**config.mk**
```make
export PLATFORM = sky130hd
export DESIGN_NAME = mmor_ctrl
export DESIGN_NICKNAME = d
export VERILOG_FILES = /design/src/hdl/mmor_pkg.sv /design/src/hdl/mmor_ctrl.sv
export SDC_FILE = /design/constraint.sdc
export NUM_CORES = 1
export LEC_CHECK = 0
export ABC_AREA = 1
export BUFFER_PORTS_ARGS = -buffer_cell sky130_fd_sc_hd__buf_2
export CORE_UTILIZATION = 56
export CTS_BUF_LIST = sky130_fd_sc_hd__clkbuf_16
export CTS_CLUSTER_SIZE = 14
export DETAILED_ROUTE_END_ITERATION = 16
export PLACE_DENSITY = 0.84
export SLEW_MARGIN = 20
export SYNTH_ARGS = -nofsm -noshare
export SYNTH_HDL_FRONTEND = slang
export SYNTH_SLANG_ARGS = --single-unit
```
**constraint.sdc**
```tcl
create_clock -name clk -period 5.2 [get_ports clk]
set_input_delay 0.78 -clock clk [delete_from_list [all_inputs] [get_ports clk]]
set_output_delay 0.78 -clock clk [all_outputs]
set_load 0.1 [all_outputs]
```
**src/hdl/mmor_pkg.sv**
```systemverilog
// Shared types, status codes and defaults for the memory map overlap resolver.
package mmor_pkg;

  localparam int unsigned CAPACITY_DEFAULT = 32;

  localparam logic [1:0] STATUS_REGION   = 2'd0;
  localparam logic [1:0] STATUS_EMPTY    = 2'd1;
  localparam logic [1:0] STATUS_OVERFLOW = 2'd2;

  typedef enum logic [3:0] {
    S_LOAD,
    S_START,
    S_SINGLE,
    S_SCAN_RD,
    S_SCAN_CMP,
    S_APPLY,
    S_PIECE,
    S_FINISH,
    S_OUT_RD,
    S_OUT_LD,
    S_OUT_WAIT
  } state_t;

  typedef struct packed {
    logic load_we;
    logic sweep_init;
    logic cmp_en;
    logic apply_en;
    logic piece_en;
    logic out_load_res;
    logic out_load_single;
    logic out_load_empty;
    logic out_load_overflow;
  } cmd_t;

  typedef struct packed {
    logic best_found;
    logic overflow;
    logic emitted_zero;
    logic last;
  } status_t;

endpackage

```
**src/hdl/mmor_ctrl.sv**
```systemverilog
// Controller state machine: load, sweep sequencing and result delivery.
module mmor_ctrl #(
  parameter int unsigned CAPACITY = mmor_pkg::CAPACITY_DEFAULT,
  parameter int unsigned IDX_W    = $clog2(CAPACITY),
  parameter int unsigned CNT_W    = $clog2(CAPACITY + 1),
  parameter int unsigned EV_W     = $clog2(2 * CAPACITY)
) (
  input  logic                 clk,
  input  logic                 rst,
  input  logic                 region_valid,
  input  logic                 final_region,
  output logic                 region_stall,
  output logic                 result_valid,
  input  logic                 result_stall,
  input  mmor_pkg::status_t    st,
  output mmor_pkg::cmd_t       cmd,
  output logic [IDX_W-1:0]     load_addr,
  output logic [IDX_W-1:0]     region_rd_addr,
  output logic [EV_W-1:0]      ev_idx,
  output logic [IDX_W-1:0]     res_idx
);

  mmor_pkg::state_t state, state_next;
  logic [CNT_W-1:0] load_count;
  logic [CNT_W:0]   ev_last_w;
  logic             ev_at_last;
  logic             room;

  assign room       = load_count < CNT_W'(CAPACITY);
  assign ev_last_w  = {load_count, 1'b0} - 1'b1;
  assign ev_at_last = ev_idx == ev_last_w[EV_W-1:0];
  assign load_addr  = load_count[IDX_W-1:0];

  always_comb begin
    state_next = state;
    case (state)
      mmor_pkg::S_LOAD: begin
        if (region_valid && final_region) state_next = mmor_pkg::S_START;
      end
      mmor_pkg::S_START: begin
        if (load_count == CNT_W'(1)) state_next = mmor_pkg::S_SINGLE;
        else if (load_count == '0) state_next = mmor_pkg::S_OUT_WAIT;
        else state_next = mmor_pkg::S_SCAN_RD;
      end
      mmor_pkg::S_SINGLE:   state_next = mmor_pkg::S_OUT_WAIT;
      mmor_pkg::S_SCAN_RD:  state_next = mmor_pkg::S_SCAN_CMP;
      mmor_pkg::S_SCAN_CMP: begin
        state_next = ev_at_last ? mmor_pkg::S_APPLY : mmor_pkg::S_SCAN_RD;
      end
      mmor_pkg::S_APPLY: begin
        state_next = st.best_found ? mmor_pkg::S_PIECE : mmor_pkg::S_FINISH;
      end
      mmor_pkg::S_PIECE: begin
        state_next = st.overflow ? mmor_pkg::S_OUT_WAIT : mmor_pkg::S_SCAN_RD;
      end
      mmor_pkg::S_FINISH: begin
        state_next = st.emitted_zero ? mmor_pkg::S_OUT_WAIT : mmor_pkg::S_OUT_RD;
      end
      mmor_pkg::S_OUT_RD: state_next = mmor_pkg::S_OUT_LD;
      mmor_pkg::S_OUT_LD: state_next = mmor_pkg::S_OUT_WAIT;
      mmor_pkg::S_OUT_WAIT: begin
        if (!result_stall) state_next = st.last ? mmor_pkg::S_LOAD : mmor_pkg::S_OUT_RD;
      end
      default: state_next = mmor_pkg::S_LOAD;
    endcase
  end

  always_comb begin
    cmd = '0;
    region_stall = 1'b1;
    result_valid = 1'b0;
    region_rd_addr = ev_idx[EV_W-1:1];
    case (state)
      mmor_pkg::S_LOAD: begin
        region_stall = 1'b0;
        cmd.load_we  = region_valid && room;
      end
      mmor_pkg::S_START: begin
        region_rd_addr = '0;
        cmd.sweep_init = 1'b1;
        cmd.out_load_empty = load_count == '0;
      end
      mmor_pkg::S_SINGLE:   cmd.out_load_single = 1'b1;
      mmor_pkg::S_SCAN_CMP: cmd.cmp_en = 1'b1;
      mmor_pkg::S_APPLY:    cmd.apply_en = st.best_found;
      mmor_pkg::S_PIECE: begin
        cmd.piece_en = 1'b1;
        cmd.out_load_overflow = st.overflow;
      end
      mmor_pkg::S_FINISH:   cmd.out_load_empty = st.emitted_zero;
      mmor_pkg::S_OUT_LD:   cmd.out_load_res = 1'b1;
      mmor_pkg::S_OUT_WAIT: result_valid = 1'b1;
      default: ;
    endcase
  end

  always_ff @(posedge clk) begin
    if (rst) begin
      state      <= mmor_pkg::S_LOAD;
      load_count <= '0;
      ev_idx     <= '0;
      res_idx    <= '0;
    end else begin
      state <= state_next;
      if (cmd.load_we) load_count <= load_count + 1'b1;
      if (state == mmor_pkg::S_SCAN_CMP && !ev_at_last) ev_idx <= ev_idx + 1'b1;
      if (state == mmor_pkg::S_APPLY || state == mmor_pkg::S_START) ev_idx <= '0;
      if (state == mmor_pkg::S_FINISH) res_idx <= '0;
      if (state == mmor_pkg::S_OUT_WAIT && !result_stall) begin
        if (st.last) load_count <= '0;
        else res_idx <= res_idx + 1'b1;
      end
    end
  end

endmodule

```
==> out/metrics.cfg, run 1 <==
[worst_setup_path]
worst_setup_path_end_kind=output pin
crit_family=buffers and inverters
critPathLaunchType=register
cp_slowest_cell=buf_2
arrival_ns=1.90
rrSetupSlack_ns=3.32
cp_common_cell=nand2_1
crit_required_ns=4.42
cp_cell_sequence=inv_1 -> ha_1 -> nand3_1 -> nor2_1 -> nand2_1 -> nand2_1 -> buf_2
critPathKind=reg2out
crit_path_max_incr_delay_ns=0.41
path_max_fanout=8
worst-path-buf-inv=2

[sta]
max_freq_ghz=0.3733
rsz0062_at_grt=false
whs_ns=0.5074
worstMarginPinSlew_ns=0.4883
skew_ns=0.005229
totalNegativeSetupSlack_ns=0
slew_headroom_pct=67.67
finalCritPeriodShare_pct=51.52
finalHoldViolCount=0
setup_ws_ns=2.521
layout_min_cycle_time_ns=2.679
setup_viol=0
drv_slew=0

[cts]
postCtsSetupRepairBufs=0
cts_tree=done
clk_transition_reported_paths_ns=0.06
clock_sinks=21
cts-resized-gates=0
postCtsHoldBufs=0
clock-root-buffer=clkbuf_16
clk_latency_ns=0.25
clock_path_buffers=2
cts-buffers-inserted=3
cts-htree-levels=1

[layout]
stdcell_count=295
antenna_cells=0
utilization_pct=71.38
final_area_mm2=0.001800
drive_above_1_share_pct=28.30
layout.nets=280
syn_to_final_growth_pct=17.76

[floorplanning]
die_w_um=54.25
fp.dieH_um=54.25
coreArea_mm2=0.002522
rows=18
dieArea_mm2=0.002943
start_util_pct=60.62
pin_count=41

[placed_design]
numPlacedInstances=291
gp_congestion=0.9025
place_area_mm2=0.001722
port_buffers=40
pre_cts_ws_ns=2.811
place_hpwl_um=2563

[yosys]
ys_ff_latch=21
synth-xor-area-share_pct=2.864
synth_cell_type_count=28
synthCells=227
synth-simple-area-share_pct=43.37
synth_nets=241
yosysWarnings=0
synth_top_family_by_area=simple AND/OR/NAND/NOR gates
yosys.area_share.adder_pct=4.092
synthMuxAreaShare_pct=0
synth_compound_area_share_pct=10.15
syn_area_mm2=0.001529
seq_area_frac_synth_pct=27.50
synth_area_per_cell_um2=6.736

[power]
clockPowerShare_pct=17.5
power_uw=932.9
p_leak_nw=0.8958
pwr_density_cell_mw_per_mm2=518.2
p_int_uw=399.3
pwr-share-comb_pct=60.7
power_switching_uw=533.6
seqPwrFrac_pct=21.8
swShare_pct=57.19
ir_worst_vdd_uv=488.2

[grt]
track_usage_pct=24.75
grt_pass1_wl_um=5299
antenna_found_initial=0
grt_pass1_vias=1265
grt_max_degree=12
gr-total-overflow=0

[drt]
via_per_inst=5.088
num_vias=1501
detail_route.wl_per_cell_um=11.42
drtPass1Iterations=4
antenna_left=0
drc=0
first_iter_violations=32
drt_wl_total_um=3370

[job]
drv_cap=0

[min_path]
hp-class=reg2reg

[run_status]
status=finished clean

## worst paths after layout
kind	to	start	cells after the start
worst max-delay path	cmd[1]	load_count[0]	7
worst max register to register	state[1]	load_count[0]	11
worst min register to register	ev_idx[4]	ev_idx[4]	2
worst min-delay path	ev_idx[4]	ev_idx[4]	2
## cell families (layout without fill, tap and decap cells)
group | count (synthesis) | in the layout
AND/OR/NAND/NOR | 124 | 124
adder cells (fa/ha/maj) | 5 | 5
XOR/XNOR | 5 | 5
buffers and inverters | 43 | 81
flip-flops | 21 | 21
AO/OA/AOI/OAI | 29 | 29
## worst register-to-register path, cell delays in order, from the launching register on
cell,delay (ns)
dfxtp_1,0.47
inv_1,0.13
ha_1,0.33
nor2_1,0.05
nor2_1,0.09
nand3_1,0.12
nor2_4,0.16
nand3_4,0.13
nand2_4,0.12
nand3_1,0.08
nand2_1,0.06
inv_1,0.03
## cell usage after synthesis
| cell type | n | area share [%] |
|---|---|---|
| nand2_1 | 39 | 9.6 |
| inv_1 | 28 | 6.9 |
| nor2_1 | 27 | 6.6 |
| nand3_1 | 22 | 7.2 |
| dfxtp_1 | 21 | 27 |
| a21oi_1 | 17 | 5.6 |
| inv_2 | 8 | 2.0 |
| nor2_4 | 7 | 5.2 |
| nor3_1 | 7 | 2.3 |
| buf_4 | 6 | 2.9 |
| nor2_2 | 6 | 2.5 |
| ha_1 | 5 | 4.1 |
| o21ai_0 | 5 | 1.6 |
| xor2_1 | 5 | 2.9 |
| nand2_2 | 4 | 1.6 |
| nand4_1 | 3 | 1.2 |
| o21ai_1 | 3 | 0.98 |
| nand2_4 | 2 | 1.5 |
| nand3_2 | 2 | 1.3 |
| o21a_1 | 2 | 0.98 |
| a211oi_1 | 1 | 0.49 |
| clkinv_1 | 1 | 0.25 |
| nand3_4 | 1 | 1.1 |
| nor2_8 | 1 | 1.3 |
| nor3_4 | 1 | 1.1 |
| nor3b_1 | 1 | 0.49 |
| o211ai_1 | 1 | 0.49 |
| or2_1 | 1 | 0.41 |
## flip-flops by register name, indices dropped and copies added (netlist names)
signal	flops
load_count	6
res_idx	5
ev_idx	6
state	4
## per-layer routing
layer  vias up  track usage [%]  wire length (µm)
li1        802                -                 -
met1       660            33.33              1693
met2        35            40.24              1529
met3         4            3.056               117
met4         0            8.974                29
met5         -                0                 0
## cell usage in the layout (no fill, tap or decap)
cell,instances
clkinv_1,1
dfxtp_1,21
nand3_2,2
or2_1,1
nand2_4,2
nand3_4,1
nor3_1,7
buf_2,40
nor2_4,7
inv_1,29
nand2_2,4
nor2_8,1
nand4_1,3
xor2_1,5
a211oi_1,1
nor2_2,6
clkbuf_16,3
o21ai_1,3
o21ai_0,5
o21a_1,2
nor3b_1,1
a21oi_1,17
nand2_1,39
nand3_1,22
nor2_1,27
o211ai_1,1
inv_2,8
nor3_4,1
ha_1,5
## power by group through the flow
stage	logic (mW)	clock network, mW	registers [mW]
after floorplan	0.486	0	0.207
after global placement	0.556	0	0.205
after detailed placement	0.561	0	0.207
after CTS	0.566	0.164	0.203
after global routing	0.604	0.171	0.206
final	0.566	0.163	0.204
## area by class of cell
| type | count | area (µm²) |
|---|---|---|
| Multi-Input combinational cell | 163 | 924.6 |
| Timing Repair Buffer | 40 | 200.2 |
| Sequential cell | 21 | 420.4 |
| Inverter | 37 | 138.9 |
| Clock buffer | 3 | 75.07 |
| Fill cell | 232 | 721.9 |
| Clock inverter | 1 | 3.754 |
| Tap cell | 30 | 37.54 |
Note: power is estimated with default switching activity, not from simulation.
==> run 2: changes to the inputs <==
--- a/config.mk
+++ b/config.mk
@@ -7,11 +7,11 @@
 export LEC_CHECK = 0
 export ABC_AREA = 1
 export BUFFER_PORTS_ARGS = -buffer_cell sky130_fd_sc_hd__buf_2
-export CORE_UTILIZATION = 56
+export CORE_UTILIZATION = 47
 export CTS_BUF_LIST = sky130_fd_sc_hd__clkbuf_16
 export CTS_CLUSTER_SIZE = 14
 export DETAILED_ROUTE_END_ITERATION = 16
-export PLACE_DENSITY = 0.84
+export PLACE_DENSITY = 0.75
 export SLEW_MARGIN = 20
 export SYNTH_ARGS = -nofsm -noshare
 export SYNTH_HDL_FRONTEND = slang
==> constraint.sdc (replaced) <==
create_clock -name clk -period 2.3 [get_ports clk]
set_input_delay 0.345 -clock clk [delete_from_list [all_inputs] [get_ports clk]]
set_output_delay 0.345 -clock clk [all_outputs]
set_load 0.1 [all_outputs]
==> out/metrics.cfg, run 2 (synthesis results as in run 1) <==
[run_status]
status=finished clean

[grt]
antenna_found_initial=0
track_usage_pct=21.17
grt_pass1_vias=1287
grt_pass1_wl_um=5602
gr-total-overflow=0
grt_max_degree=13

[floorplanning]
die_w_um=59.04
start_util_pct=49.67
rows=20
fp.dieH_um=59.04
pin_count=41
dieArea_mm2=0.003485
coreArea_mm2=0.003078

[drt]
drc=0
via_per_inst=4.887
drtPass1Iterations=4
antenna_left=0
first_iter_violations=78
drt_wl_total_um=3375
num_vias=1515
detail_route.wl_per_cell_um=10.89

[sta]
worstMarginPinSlew_ns=0.5116
rsz0062_at_grt=false
finalHoldViolCount=0
setup_viol=0
layout_min_cycle_time_ns=2.151
finalCritPeriodShare_pct=93.51
drv_slew=0
slew_headroom_pct=65.66
skew_ns=0.002915
max_freq_ghz=0.4650

[cts]
clk_latency_ns=0.26
clk_transition_reported_paths_ns=0.06
postCtsSetupRepairBufs=0
clock-root-buffer=clkbuf_16
clock_sinks=21
cts-htree-levels=1
cts_tree=done
postCtsHoldBufs=0
clock_path_buffers=2
cts-buffers-inserted=3
cts-resized-gates=0

[power]
ir_worst_vdd_uv=331.2
swShare_pct=57.16
power_switching_mw=1.231
power_mw=2.154
pwr-share-comb_pct=60.9
seqPwrFrac_pct=21.5
clockPowerShare_pct=17.6
pwr_density_cell_mw_per_mm2=1151
p_leak_nw=0.8980
p_int_uw=923.0

[worst_setup_path]
crit_start=load_count[0]
path_max_fanout=8
crit_family=simple AND/OR/NAND/NOR gates
arrival_ns=1.81
cp_cell_sequence=inv_1 -> ha_1 -> nand3_1 -> nor2_1 -> nand2_1 -> nand2_1 -> clkbuf_4
cp_common_cell=nand2_1
worst_setup_path_end_kind=output pin
critPathLaunchType=register
critPathKind=reg2out
crit_required_ns=1.96
cp_slowest_cell=dfxtp_1
worst-path-buf-inv=2
crit_path_max_incr_delay_ns=0.39
r2r-start=load_count[0]

[layout]
utilization_pct=60.81
antenna_cells=0
layout.nets=281
seq_area_um2=420.4
multi_input_area_um2=967.2
reg_top3=ev_idx (6), load_count (6), res_idx (5)
layout_common_cells=nand2_1, buf_2, inv_1, nand3_1, dfxtp_1
nFillCells=331
syn_to_final_growth_pct=22.42
drive_above_1_share_pct=31.95

[placed_design]
place_hpwl_um=2694
port_buffers=40
gp_congestion=0.8251

[job]
drv_cap=0

[min_path]
hold_start=rst
hp-class=in2reg

## run 2: cell type report
cell class	instances	area share [%]
Clock buffer	3	4.011
Clock inverter	1	0.2674
Inverter	37	7.420
Multi-Input combinational cell	163	51.67
Sequential cell	21	22.46
Tap cell	44	2.941
Timing Repair Buffer	41	11.23
## run 2: routing by layer
metal	share of wire (%)	wire [µm]	global-route usage, %	vias up
met4	1.6	53	7.823	0
met2	45	1523	32.95	33
li1	-	-	-	799
met3	4.2	142	3.493	7
met5	0	0	0	-
met1	49	1655	29.38	676
## run 2: power groups by stage
stage	Clock [mW]	Combinational (mW)	Sequential, mW
detailed placement	0	1.31	0.471
finish	0.378	1.31	0.464
CTS	0.384	1.32	0.463
global placement	0	1.31	0.467
global route	0.399	1.42	0.469
floorplan	0	1.13	0.468
## run 2: per-stage QoR
stage	cell area (µm²)	std cells	hold WS [ns]	TNS (ns)	setup slack, ns
floorplan	1572	227	0.4141	-0.1381	-0.1141
CTS	1869	310	0.3342	0	0.07015
global placement	1789	306	0.4966	0	0.3911
global route	1872	310	0.3440	0	0.03899
detailed placement	1789	306	0.4965	0	0.3657
finish	1872	310	0.3431	0	0.1493
## run 2: path summary, 6_finish.rpt
kind / slack (ns) / to / cells after the start
setup / recovery: 0.15 / cmd[1] / 7
hold / removal: 0.34 / state[3] / 2
setup reg to reg: 0.43 / state[1] / 11
hold reg to reg: 0.51 / ev_idx[4] / 2
## run 2: worst reg2reg max path, stage by stage (launching register included)
cell	delay (ns)
dfxtp_1	0.48
inv_1	0.13
ha_1	0.34
nor2_1	0.05
nor2_1	0.09
nand3_1	0.12
nor2_4	0.16
nand3_4	0.13
nand2_4	0.12
nand3_1	0.07
nand2_1	0.06
inv_1	0.03
==> run 3: changes to the inputs <==
--- a/config.mk
+++ b/config.mk
@@ -7,6 +7,7 @@
 export LEC_CHECK = 0
 export ABC_AREA = 1
 export BUFFER_PORTS_ARGS = -buffer_cell sky130_fd_sc_hd__buf_2
+export CORE_MARGIN = 2
 export CORE_UTILIZATION = 47
 export CTS_BUF_LIST = sky130_fd_sc_hd__clkbuf_16
 export CTS_CLUSTER_SIZE = 14
==> out/metrics.cfg, run 3 (synthesis results as in run 1) <==
[run_status]
status=finished clean

[cts]
cts-htree-levels=1
cts_tree=done
clk_transition_reported_paths_ns=0.06
cts-buffers-inserted=3
clk_latency_ns=0.25
clock-root-buffer=clkbuf_16
clock_sinks=21
clock_path_buffers=2

[power]
power_mw=2.155
pwr_density_cell_mw_per_mm2=1152
ir_worst_vdd_uv=358.4
p_leak_nw=0.8994

[floorplanning]
die_w_um=61.04
rows=20
start_util_pct=49.67
coreArea_mm2=0.003078
fp.dieH_um=61.04
dieArea_mm2=0.003725
pin_count=41

[job]
drv_cap=0

[sta]
worstMarginPinSlew_ns=0.5324
max_freq_ghz=0.4653
slew_headroom_pct=64.27
skew_ns=0.003077
drv_slew=0
finalCritPeriodShare_pct=93.45
layout_min_cycle_time_ns=2.149
finalHoldViolCount=0
setup_viol=0
rsz0062_at_grt=false

[grt]
antenna_found_initial=0
gr-total-overflow=0
grt_pass1_wl_um=5934
grt_max_degree=12
track_usage_pct=20.76
grt_pass1_vias=1335

[layout]
final_area_mm2=0.001871
utilization_pct=60.77
layout.nets=281
nFillCells=300
drive_above_1_share_pct=31.58
reg_top3=ev_idx (6), load_count (6), res_idx (5)
layout_common_cells=nand2_1, buf_2, inv_1, nand3_1, dfxtp_1
antenna_cells=0
syn_to_final_growth_pct=22.34

[worst_setup_path]
reg2reg_depth=11
cp_cell_sequence=inv_1 -> ha_1 -> nand3_1 -> nor2_1 -> nand2_1 -> nand2_1 -> clkbuf_4
r2r_end=state[1]
r2r-start=load_count[0]
crit_required_ns=1.96
crit_path_max_incr_delay_ns=0.39
arrival_ns=1.80
cp_slowest_cell=dfxtp_1
critPathKind=reg2out
rrSetupSlack_ns=0.44
crit_start=load_count[0]
path_max_fanout=8
critPathLaunchType=register
worst_setup_path_end_kind=output pin
cp_common_cell=nand2_1

[min_path]
min_to=state[3]
holdPathStages=2
hold_start=rst
hp-class=in2reg

[drt]
via_per_inst=4.945
drt_wl_total_um=3570
drtPass1Iterations=4
num_vias=1533
drc=0
first_iter_violations=92
detail_route.wl_per_cell_um=11.52
antenna_left=0

[placed_design]
place_hpwl_um=2796
place_area_mm2=0.001789
gp_congestion=0.8340
port_buffers=40

-- run 3: per-layer routing --
layer  GRT usage (%)  up-vias  wire [µm]
met5               0        -          0
met4           4.658        0         25
met3           2.521        4        123
met2           33.43       32       1664
met1           29.77      698       1757
li1                -      799          -
-- run 3: how the worst max path moves through the flow --
stage | to | slack, ns
2_1_floorplan | cmd[1] | -0.11
3_3_place_gp | cmd[1] | 0.39
3_5_place_dp | cmd[1] | 0.35
4_1_cts | cmd[1] | 0.04
5_1_grt | cmd[1] | 0.02
6_report | cmd[1] | 0.15
-- run 3: worst max-delay path: cells and delay by family, from the launching register on --
family	cells	cell delay [ns]
flops	1	0.39
fa+ha+maj	1	0.23
buf+inv	2	0.45
simple gates	4	0.49
-- run 3: cell type report --
type / instances / area, µm² / share of cell area, %
multi-input cells: 163 / 967.2 / 51.71
repair buffers: 41 / 210.2 / 11.24
inverters: 37 / 138.9 / 7.425
well taps: 44 / 55.05 / 2.943
clock inverters: 1 / 3.754 / 0.2007
clock buffers: 3 / 75.07 / 4.013
flip-flops and latches: 21 / 420.4 / 22.47
-- run 3: metrics by stage --
step / hold slack, ns / worst slack (ns) / cells / TNS [ns]
after CTS: 0.3496 / 0.04028 / 310 / 0
after floorplan: 0.4141 / -0.1141 / 227 / -0.1381
final: 0.3546 / 0.1507 / 310 / 0
after global placement: 0.4977 / 0.3857 / 306 / 0
after global routing: 0.3598 / 0.01756 / 310 / 0
after detailed placement: 0.4957 / 0.3477 / 306 / 0
-- run 3: what timing repair did --
item	4_1_cts	5_1_grt
hold buffers	0	0
setup endpoints to repair	0	1
hold endpoints to repair	0	0
gates resized for setup	0	1
setup buffers	0	0
-- run 3: power by group --
group,switching [mW],internal (mW),total (mW),leakage [nW]
logic,1.04,0.283,1.32,0.687
clock network,0.139,0.232,0.371,0.0423
registers,0.0561,0.405,0.461,0.170
